<file path="config.mk">
export PLATFORM = sky130hd
export DESIGN_NAME = tcce_ctrl
export DESIGN_NICKNAME = d
export VERILOG_FILES = /design/src/rtl/tcce_pkg.sv /design/src/rtl/tcce_ctrl.sv
export SDC_FILE = /design/constraint.sdc
export NUM_CORES = 1
export LEC_CHECK = 0
export BUFFER_PORTS_ARGS = -buffer_cell sky130_fd_sc_hd__buf_4
export CAP_MARGIN = 15
export CORE_AREA = 4 4 41 43
export CTS_CLUSTER_SIZE = 8
export DETAILED_ROUTE_END_ITERATION = 8
export DIE_AREA = 0 0 45 47
export GPL_TIMING_DRIVEN = 0
export SYNTH_ARGS = -nofsm -noshare
export SYNTH_HDL_FRONTEND = slang
export SYNTH_SLANG_ARGS = --single-unit
</file>
<file path="constraint.sdc">
create_clock -name aclk -period 2.2 [get_ports aclk]
set_input_delay 0.22 -clock aclk [delete_from_list [all_inputs] [get_ports aclk]]
set_output_delay 0.22 -clock aclk [all_outputs]
set_load 0.01 [all_outputs]
</file>
<file path="src/rtl/tcce_pkg.sv">
// tcce_pkg: command codes, character codes, cell constants and the
// controller/datapath interface structs of the text console char engine.
// No dependencies.
package tcce_pkg;

    // item command codes
    localparam logic [1:0] CMD_PUT   = 2'd0;
    localparam logic [1:0] CMD_CLEAR = 2'd1;
    localparam logic [1:0] CMD_SET   = 2'd2;
    localparam logic [1:0] CMD_READ  = 2'd3;

    // control characters
    localparam logic [7:0] CH_BACKSPACE = 8'd8;
    localparam logic [7:0] CH_TAB       = 8'd9;
    localparam logic [7:0] CH_NEWLINE   = 8'd10;
    localparam logic [7:0] CH_RETURN    = 8'd13;
    localparam logic [7:0] BLANK_CHAR   = 8'h20;

    localparam int TAB_STEP = 4;

    // blank in white on black, the screen contents after reset
    localparam logic [15:0] RESET_CELL = 16'h0F20;

    // configuration register indexes
    localparam logic CFG_FG_COLOR = 1'b0;
    localparam logic CFG_BG_COLOR = 1'b1;

    // controller -> datapath
    typedef struct packed {
        logic accept;    // latch the input item
        logic exec;      // run the latched command
        logic scr_rd;    // scroll: read cell one row below the sweep
        logic scr_wr;    // scroll: write that cell at the sweep, advance
        logic fill_wr;   // write fill value at the sweep, advance
        logic load_out;  // load the result registers
    } ctrl_cmd_t;

    // datapath -> controller
    typedef struct packed {
        logic [1:0] command;
        logic       scroll_needed;
        logic       copy_last;
        logic       fill_last;
    } dp_status_t;

endpackage

</file>
<file path="src/rtl/tcce_ctrl.sv">
// tcce_ctrl: sequencing state machine of the text console char engine.
// Uses tcce_pkg.
module tcce_ctrl (
    input  logic                  aclk,
    input  logic                  aresetn,
    input  logic                  s_valid,
    output logic                  s_ready,
    output logic                  m_valid,
    input  logic                  m_ready,
    input  tcce_pkg::dp_status_t  status,
    output tcce_pkg::ctrl_cmd_t   cmd
);

    typedef enum logic [2:0] {
        ST_INIT,
        ST_IDLE,
        ST_EXEC,
        ST_SCR_RD,
        ST_SCR_WR,
        ST_FILL,
        ST_DONE
    } state_t;

    state_t state_reg;
    state_t state_next;
    logic   m_valid_reg;
    logic   out_free;

    assign out_free = !m_valid_reg || m_ready;
    assign m_valid  = m_valid_reg;
    assign s_ready  = (state_reg == ST_IDLE) || ((state_reg == ST_DONE) && out_free);

    always_comb begin
        cmd            = '0;
        state_next     = state_reg;
        cmd.accept     = s_valid && s_ready;
        unique case (state_reg)
            ST_INIT: begin
                cmd.fill_wr = 1'b1;
                if (status.fill_last) begin
                    state_next = ST_IDLE;
                end
            end
            ST_IDLE: begin
                if (s_valid) begin
                    state_next = ST_EXEC;
                end
            end
            ST_EXEC: begin
                cmd.exec = 1'b1;
                unique case (status.command)
                    tcce_pkg::CMD_PUT:   state_next = status.scroll_needed ? ST_SCR_RD : ST_DONE;
                    tcce_pkg::CMD_CLEAR: state_next = ST_FILL;
                    tcce_pkg::CMD_SET:   state_next = ST_DONE;
                    tcce_pkg::CMD_READ:  state_next = ST_DONE;
                    default:             state_next = ST_DONE;
                endcase
            end
            ST_SCR_RD: begin
                cmd.scr_rd = 1'b1;
                state_next = ST_SCR_WR;
            end
            ST_SCR_WR: begin
                cmd.scr_wr = 1'b1;
                state_next = status.copy_last ? ST_FILL : ST_SCR_RD;
            end
            ST_FILL: begin
                cmd.fill_wr = 1'b1;
                if (status.fill_last) begin
                    state_next = ST_DONE;
                end
            end
            ST_DONE: begin
                if (out_free) begin
                    cmd.load_out = 1'b1;
                    state_next   = s_valid ? ST_EXEC : ST_IDLE;
                end
            end
            default: state_next = ST_INIT;
        endcase
    end

    always_ff @(posedge aclk) begin
        if (!aresetn) begin
            state_reg   <= ST_INIT;
            m_valid_reg <= 1'b0;
        end else begin
            state_reg <= state_next;
            if (cmd.load_out) begin
                m_valid_reg <= 1'b1;
            end else if (m_ready) begin
                m_valid_reg <= 1'b0;
            end
        end
    end

endmodule

</file>
==> reports/summary.txt, run 1 <==
Top Ports: 17
WP data arrival: 1.47 ns
Worst-Margin Slew: 0.273 ns
Vias/cell: 5.36
smallest hold slack: 0.252 ns
Fin Clk Skew: 0.00605 ns
Max Cap Viol: 0
Max H-tree Level: 1
1st-iter DRT viols: 14
post-route setup slack: 0.513 ns
Initial Utilization: 0.330
final worst-path cycle share: 0.767
first-pass GRT wire length: 1730 µm
layout cells sized above 1: 0.456
Setup Fix Bufs, Post-CTS: 0
Max Freq: 593 MHz
DRT Pass-1 Iters: 4
nets: 79
dpl ws: 0.766 ns
Worst-path clk slew: 0.04 ns
Seq/Total Area, Yosys: 0.187
vias in the first global route: 422
area of the core: 1300 µm²
DIE AREA: 2120 µm²
worst vdd ir: 0.338 mV
DRC: 0
Post-DRT Antenna Nets: 0
GPL Wtd Cong: 0.751
vias: 445
met2 Use GR: 0.189
crit path kind: reg2out
post-layout min period: 1.69 ns
hold buffers post-CTS: 0
outcome: finished clean
Yosys warning total: 0
Worst Hold Class: in2reg
critical path fanouts, max: 5
total global routing track utilization: 0.110
placed cells: 80
total congestion overflow: 0
Sw Pwr: 0.000115 W
#FFs+latches synth: 4
post-synth cell types: 31
Non-Filler Instances: 83
count of clock tree sinks: 4
Final Cell Area: 591 µm²
Switching Fraction: 0.350
fill cell count: 139
Max-slew headroom: 0.816
DP Area: 568 µm²
Final setup viols: 0
antenna violations before repair: 0
estimated wirelength of the detail-placed design: 876 µm
met3 Usage GRT: 0.0115
Comb pwr share: 0.469
internal power: 0.000214 W
CTS resizes: 0
largest net degree at the start of global routing: 11
Syn Inst Count: 49
CTS max path bufs: 2
worst path required time: 1.98 ns
CTS Root Cell: clkbuf_4
Cell Area, Synth: 429 µm²
RSZ-0062 raised after global routing: no
synthesis-to-layout area growth: 37.6%
Fin. Hold Viols: 0
Rows: 13
Final TNS setup: 0 ns
die height: 47 µm
Avg Synthesized Cell Area: 8.76 µm²
max reg flops: 3
# diodes: 0
nature of the critical path endpoint: primary output
startpoint types: register
met1 Track Usage GR: 0.130
Max Slew Vio Count: 0
Synthesized Nets: 58
Die X: 45 µm
Leak: 0.238 nW
CTS buffer count: 3
register share of total power: 0.254
TritonCTS clock tree: yes
drt wl/cell: 13.0 µm
I/O Buffers: 16
GRT busiest layer: met2
Clk network pwr share: 0.277
drt total wl: 1080 µm
clock latency on the worst-skew pair: 0.23 ns
Power Density: 556 nW/µm²
## worst paths after layout
check | depth (start not counted) | end | slack (ns) | startpoint
worst min-delay path | 2 | state_reg[2]$_SDFFE_PN0P_ | 0.25 | aresetn
worst max register to register | 5 | state_reg[1]$_SDFFE_PN0P_ | 0.89 | state_reg[1]$_SDFFE_PN0P_
worst min register to register | 2 | m_valid$_SDFFE_PN0P_ | 0.61 | state_reg[0]$_SDFFE_PN0P_
worst max-delay path | 5 | cmd[5] | 0.51 | m_valid$_SDFFE_PN0P_
## Yosys cell counts
master	number	area, µm²
a21oi_1	1	5.00
a221oi_4	1	26.3
buf_6	1	11.3
or2b_1	1	7.51
nor3_1	4	20.0
o221ai_2	1	15.0
xor2_1	1	8.76
o21a_1	1	7.51
a31o_2	1	8.76
o221ai_1	1	8.76
mux2i_1	2	20.0
o21ai_0	2	10.0
nor2_1	4	15.0
a21boi_0	1	7.51
nand2b_1	2	12.5
inv_1	4	15.0
or4b_1	1	10.0
dfxtp_1	4	80.1
a21boi_2	1	11.3
a21o_1	1	7.51
a21oi_2	1	8.76
nor2b_2	2	17.5
nand3b_1	1	7.51
nand3_1	1	5.00
buf_4	2	15.0
o22ai_1	1	6.26
and3_1	1	6.26
nor2_2	1	6.26
a21boi_1	2	15.0
a2111oi_4	1	27.5
and2_1	1	6.26
## cell usage in the layout (no fill, tap or decap), types with 2 or more instances in the layout
cell,Yosys,layout
nor2b_2,2,2
a21boi_1,2,2
inv_1,4,4
mux2i_1,2,2
clkbuf_4,0,3
dfxtp_1,4,4
nor2_1,4,4
nand2b_1,2,2
buf_4,2,18
nor3_1,4,4
o21ai_0,2,2
## cells by family after synthesis
| family | Yosys count | share of synthesized area |
|---|---|---|
| buffers and inverters | 7 | 0.0962 |
| XOR/XNOR | 1 | 0.0204 |
| AND/OR/NAND/NOR | 19 | 0.265 |
| AO/OA/AOI/OAI | 16 | 0.385 |
| multiplexers | 2 | 0.0466 |
| flip-flops | 4 | 0.187 |
## routing by layer
metal / up-vias / part of all wire
met1: 203 / 0.43
met4: 0 / 0.013
met2: 24 / 0.48
met3: 2 / 0.077
met5: - / 0
li1: 216 / -
## power by group through the flow
stage | sequential [W] | combinational (W) | clock [W]
floorplan | 0.0000833 | 0.000102 | 0
global placement | 0.0000842 | 0.000153 | 0
detailed placement | 0.0000846 | 0.000154 | 0
CTS | 0.0000836 | 0.000154 | 0.0000936
global route | 0.0000843 | 0.000167 | 0.000100
finish | 0.0000833 | 0.000154 | 0.0000911
## per-stage QoR
step	util	total power, W
after CTS	0.454	0.000331
final	0.454	0.000329
after global routing	0.454	0.000352
after detailed placement	0.437	0.000238
after floorplan	-	0.000185
after global placement	0.437	0.000237
## critical path, stage by stage (launching register included)
cell and delay (ns):
dfxtp_1 0.31, nor2b_2 0.29, nor2_1 0.12, a31o_2 0.23, and2_1 0.15, buf_4 0.13
## area by class of cell
type	instances	area (µm²)	share of cell area
repair buffers	16	120	0.203
clock buffers	3	22.5	0.0381
well taps	15	18.8	0.0318
multi-input cells	38	308	0.521
plain buffers	3	26.3	0.0445
flip-flops and latches	4	80.1	0.136
inverters	4	15.0	0.0254
Note: power is estimated with default switching activity, not from simulation.
==> run 2, diff against run 1 <==
clock period = 1.5 ns   (was 2.2 ns; I/O delays follow)
==> run 2 against run 1 <==
Against the previous run: combinational power rose by 73%; worst setup slack got worse by 0.47 ns; wire length rose by 11%; final cell count rose by 13%; core utilization rose by 8.5 points; clock power rose by 43%; largest cell class unchanged; sequential power rose by 48%; critical path type unchanged; total power rose by 58%; critical path depth rose by 1; non-clock buffer count rose by 11; die area did not move.
==> reports/summary.txt, run 2 (synthesis gave the netlist of run 1 again) <==
Fin Clk Skew: 0.00455 ns (-0.00150 ns)
estimated wirelength of the detail-placed design: 876 µm (unchanged)
Worst-Margin Slew: 0.266 ns (-0.00703 ns)
WP data arrival: 1.31 ns (-0.16 ns)
Final setup viols: 0 (unchanged)
worst path required time: 1.35 ns (-0.63 ns)
crit path kind: reg2out
Power Density: 740 nW/µm² (+33%)
total global routing track utilization: 0.119 (+0.00948)
drt wl/cell: 12.8 µm (-1.6%)
I/O Buffers: 16 (unchanged)
Final TNS setup: 0 ns (unchanged)
synthesis-to-layout area growth: 63.3%
Top Ports: 17 (unchanged)
DIE AREA: 2120 µm² (unchanged)
hold buffers post-CTS: 0 (unchanged)
Max-slew headroom: 0.820 (+0.00474)
post-layout min period: 1.46 ns
outcome: finished clean
Die X: 45 µm (unchanged)
nature of the critical path endpoint: primary output
CTS max path bufs: 2 (unchanged)
Leak: 0.295 nW (+24%)
Rows: 13 (unchanged)
# diodes: 0 (unchanged)
area of the core: 1300 µm² (unchanged)
final core utilization: 0.538 (+0.0846)
layout cells sized above 1: 0.595 (+0.139)
nets: 90 (+14%)
first-pass GRT wire length: 1900 µm (+10%)
Multi-input gate area: 318 µm² (+3.3%)
GPL Wtd Cong: 0.751 (unchanged)
CTS Root Cell: clkbuf_4
count of clock tree sinks: 4 (unchanged)
Max Freq: 686 MHz
commonest non-fill, non-tap cell in the layout: buf_4
Reg area: 82.6 µm² (+3.1%)
vias: 489 (+9.9%)
Max Cap Viol: 0 (unchanged)
die height: 47 µm (unchanged)
1st-iter DRT viols: 9 (-5)
DRC: 0 (unchanged)
final worst-path cycle share: 0.972
drt total wl: 1210 µm (+11%)
RSZ-0062 raised after global routing: yes
most frequent cells in the layout: 26 x buf_4, 4 x buf_6, 4 x nor3_1
fill cell count: 133 (-4.3%)
critical path fanouts, max: 5 (unchanged)
CTS buffer count: 3 (unchanged)
Max Slew Vio Count: 0 (unchanged)
Max H-tree Level: 1 (unchanged)
Vias/cell: 5.20 (-3.0%)
Worst Hold Class: in2reg
total congestion overflow: 0 (unchanged)
Fin. Hold Viols: 0 (unchanged)
antenna violations before repair: 0 (unchanged)
largest net degree at the start of global routing: 11 (unchanged)
DRT Pass-1 Iters: 4 (unchanged)
clock latency on the worst-skew pair: 0.23 ns (about the same)
vias in the first global route: 465 (+10%)
Total Power: 0.000518 W (+58%)
startpoint types: register
Worst-path clk slew: 0.03 ns (about the same)
max reg flops: 3 (unchanged)
TritonCTS clock tree: yes
Post-DRT Antenna Nets: 0 (unchanged)
worst vdd ir: 0.502 mV (+49%)
Initial Utilization: 0.330 (unchanged)
run 2: cell types whose count changed in the layout (fill, tap and decap cells not counted), sizes merged:
| cell | change |
|---|---|
| buf | +11 |
| clkinvlp | +1 |
| inv | -1 |
run 2: stage by stage:
| step | setup WS, ns | instances | hold WS, ns | instance area [µm²] |
|---|---|---|---|---|
| finish | 0.0420 | 94 | 0.184 | 701 |
| global route | -0.0268 | 94 | 0.191 | 701 |
| CTS | 0.0107 | 93 | 0.182 | 682 |
| detailed placement | 0.136 | 80 | 0.422 | 568 |
| global placement | 0.161 | 80 | 0.417 | 568 |
| floorplan | 0.179 | 49 | 0.300 | 429 |
run 2: layer usage:
layer | global-route usage | vias up | share of wire
li1 | - | 240 | -
met1 | 0.139 | 225 | 0.43
met2 | 0.220 | 22 | 0.50
met3 | 0.0115 | 2 | 0.058
met4 | 0.0526 | 0 | 0.012
met5 | 0 | - | 0
run 2: timing repair:
item                                    4_1_cts  5_1_grt
resized for setup                             5        4
pin swaps                                     2        3
setup buffers                                10        1
endpoints found under the setup margin        1        1
run 2: worst paths after layout:
kind | from | endpoint | slack [ns] | cells after the start
setup / recovery | state_reg[2]$_SDFFE_PN0P_ | cmd[5] | 0.04 | 6
hold / removal | aresetn | state_reg[2]$_SDFFE_PN0P_ | 0.18 | 2
setup reg to reg | state_reg[2]$_SDFFE_PN0P_ | state_reg[1]$_SDFFE_PN0P_ | 0.09 | 8
hold reg to reg | state_reg[0]$_SDFFE_PN0P_ | state_reg[0]$_SDFFE_PN0P_ | 0.67 | 3
run 2: final cells by class:
class | count | share of cell area
tap | 15 | 0.0268
inverter | 4 | 0.0268
clock buffer | 3 | 0.0321
timing repair buffer | 27 | 0.300
buffer | 3 | 0.0429
sequential | 4 | 0.118
multi-input combinational | 38 | 0.454
run 2: where the power goes:
group | switching, W | total (W) | internal (W)
Combinational | 0.000129 | 0.000266 | 0.000137
Clock | 0.0000404 | 0.000130 | 0.0000893
Sequential | 0.00000520 | 0.000123 | 0.000118
run 2: critical path: stages (launching register included):
cell and delay [ns]:
dfxtp_2 0.31, buf_6 0.12, nand3b_1 0.12, nor2_2 0.07
a31o_2 0.22, and2_4 0.13, buf_6 0.11
==> run 3, diff against run 2 <==
BUFFER_PORTS_ARGS = default   (was -buffer_cell sky130_fd_sc_hd__buf_4)
DONT_BUFFER_PORTS = 1   (was default)
==> run 3 against run 2 <==
Against the previous run: worst hold slack lost 0.11 ns; largest cell class unchanged; global-route usage grew 0.088 points; critical endpoint unchanged; final cell count shrank 17%; core utilization shrank 8.5 points; flip-flop and latch count is the same; critical path type unchanged; design area shrank 16%; via count shrank 11%; highest routed layer unchanged.
==> reports/summary.txt, run 3 (synthesis gave the netlist of run 1 again) <==
Max-slew headroom: 0.757 (-0.0639)
Routed met1 length: 509 µm (-2.5%)
placed cells: 64 (-20%)
drt total wl: 1220 µm (+1.4%)
internal power: 0.000309 W (-10%)
Sw Pwr: 0.000165 W (-5.4%)
worst reg2reg path depth: 7 (-1)
Worst-Margin Slew: 0.362 ns (+0.0958 ns)
Max stage delay on crit path: 0.33 ns (+0.02 ns)
CP Buf/Inv Count: 1 (-1)
1st-iter DRT viols: 12 (+3)
Max Freq: 689 MHz (+0.45%)
worst reg2reg path endpoint: state_reg[0]$_SDFFE_PN0P_
antenna violations before repair: 0 (unchanged)
outcome: finished clean
nets: 74 (-18%)
Non-Filler Instances: 78 (-17%)
Leak: 0.218 nW (-26%)
DRC: 0 (unchanged)
Worst Hold Class: in2reg
CTS buffer count: 3 (unchanged)
CP top delay family: simple AND/OR/NAND/NOR gates
Post-DRT Antenna Nets: 0 (unchanged)
largest net degree at the start of global routing: 11 (unchanged)
Max Cap Viol: 0 (unchanged)
FF-to-FF setup slack: 0.09 ns (about the same)
synthesis-to-layout area growth: 37.6%
vias in the first global route: 389 (-16%)
I/O Buffers: 0 (-16)
Multi-input gate area: 337 µm² (+5.9%)
DP Area: 448 µm² (-21%)
DRT Pass-1 Iters: 4 (unchanged)
Initial Utilization: 0.330 (unchanged)
critical path fanouts, max: 6 (+1)
die height: 47 µm (unchanged)
hold depth: 1 (-1)
nature of the critical path endpoint: primary output
drt wl/cell: 15.7 µm (+22%)
worst vdd ir: 0.374 mV (-25%)
Total Power: 0.000474 W (-8.6%)
Power Density: 802 nW/µm² (+8.4%)
startpoint types: register
DIE AREA: 2120 µm² (unchanged)
Switching Fraction: 0.348 (+0.0118)
hold buffers post-CTS: 0 (unchanged)
Reg area: 81.3 µm² (-1.5%)
max reg flops: 3 (unchanged)
WP data arrival: 1.30 ns (about the same)
met2 WL: 619 µm (+3.7%)
commonest non-fill, non-tap cell in the layout: buf_4
Final Cell Area: 591 µm² (-16%)
critical path cell sequence: buf_6, nand3b_1, nor2_4, a31o_4, and2_4
Rows: 13 (unchanged)
crit path kind: reg2out
critical hold path startpoint: aresetn
Die X: 45 µm (unchanged)
worst path required time: 1.35 ns (about the same)
area of the core: 1300 µm² (unchanged)
CTS max path bufs: 2 (unchanged)
layout cells sized above 1: 0.492 (-0.103)
Worst-path clk slew: 0.04 ns (about the same)
estimated wirelength of the detail-placed design: 745 µm (-15%)
met3 WL: 87 µm (+24%)
total congestion overflow: 0 (unchanged)
Vias/cell: 5.55 (+6.7%)
Fin Clk Skew: 0.00188 ns (-0.00267 ns)
TritonCTS clock tree: yes
Final TNS setup: 0 ns (unchanged)
clock latency on the worst-skew pair: 0.23 ns (about the same)
Max H-tree Level: 1 (unchanged)
count of clock tree sinks: 4 (unchanged)
register share of total power: 0.260 (+0.023)
Comb pwr share: 0.471 (-0.042)
Reg-to-Reg Start: state_reg[1]$_SDFFE_PN0P_
Max Slew Vio Count: 0 (unchanged)
total global routing track utilization: 0.120 (+0.000885)
Final setup viols: 0 (unchanged)
Hold EP: state_reg[2]$_SDFFE_PN0P_
Crit path depth: 5 (-1)
top sig layer: met4
Fin. Hold Viols: 0 (unchanged)
Top Ports: 17 (unchanged)
vias: 433 (-11%)
CTS Root Cell: clkbuf_4
post-layout min period: 1.45 ns (-0.00653 ns)
fill cell count: 140 (+5.3%)
Clk network pwr share: 0.269 (+0.019)
final worst-path cycle share: 0.968 (-0.00435)
CP max stage cell: dfxtp_1
GPL Wtd Cong: 0.692 (-7.8%)
first-pass GRT wire length: 1810 µm (-4.7%)
# diodes: 0 (unchanged)
[run 3: stage by stage]
| step | hold WS, ns | utilization | worst slack (ns) |
|---|---|---|---|
| after floorplan | 0.300 | - | 0.179 |
| final | 0.0729 | 0.454 | 0.0486 |
| after CTS | 0.0618 | 0.425 | 0.0141 |
| after global placement | 0.309 | 0.344 | 0.0451 |
| after detailed placement | 0.304 | 0.344 | 0.0398 |
| after global routing | 0.0702 | 0.454 | -0.00687 |
[run 3: worst max path at each step]
stage                                   start     end  slack (ns)
detailed placement  state_reg[2]$_SDFFE_PN0P_  cmd[5]        0.04
global route        state_reg[2]$_SDFFE_PN0P_  cmd[5]      -0.007
CTS                 state_reg[1]$_SDFFE_PN0P_  cmd[5]        0.01
global placement    state_reg[2]$_SDFFE_PN0P_  cmd[5]        0.05
finish              state_reg[1]$_SDFFE_PN0P_  cmd[5]        0.05
floorplan                m_valid$_SDFFE_PN0P_  cmd[5]        0.18
[run 3: metal layers]
metal	vias up	global-route usage
li1	208	-
met1	207	0.150
met2	16	0.192
met3	2	0.0230
met4	0	0.0702
met5	-	0
[run 3: cell type report]
type	count	area share
Buffer	3	0.0508
Clock buffer	3	0.0381
Inverter	4	0.0318
Multi-Input combinational cell	38	0.570
Sequential cell	4	0.138
Tap cell	15	0.0318
Timing Repair Buffer	11	0.140
[run 3: repair_timing]
| action | in CTS | in global routing |
|---|---|---|
| setup buffers | 7 | 4 |
| endpoints found under the setup margin | 2 | 5 |
| pin swaps | 1 | 2 |
| resized for setup | 7 | 2 |
[run 3: power groups by stage]
| stage | Clock [W] | Sequential (W) | Combinational, W |
|---|---|---|---|
| 3_5_place_dp | 0 | 0.000124 | 0.000172 |
| 5_1_grt | 0.000138 | 0.000125 | 0.000239 |
| 2_1_floorplan | 0 | 0.000122 | 0.000150 |
| 3_3_place_gp | 0 | 0.000123 | 0.000172 |
| 4_1_cts | 0.000137 | 0.000123 | 0.000200 |
| 6_report | 0.000127 | 0.000123 | 0.000223 |
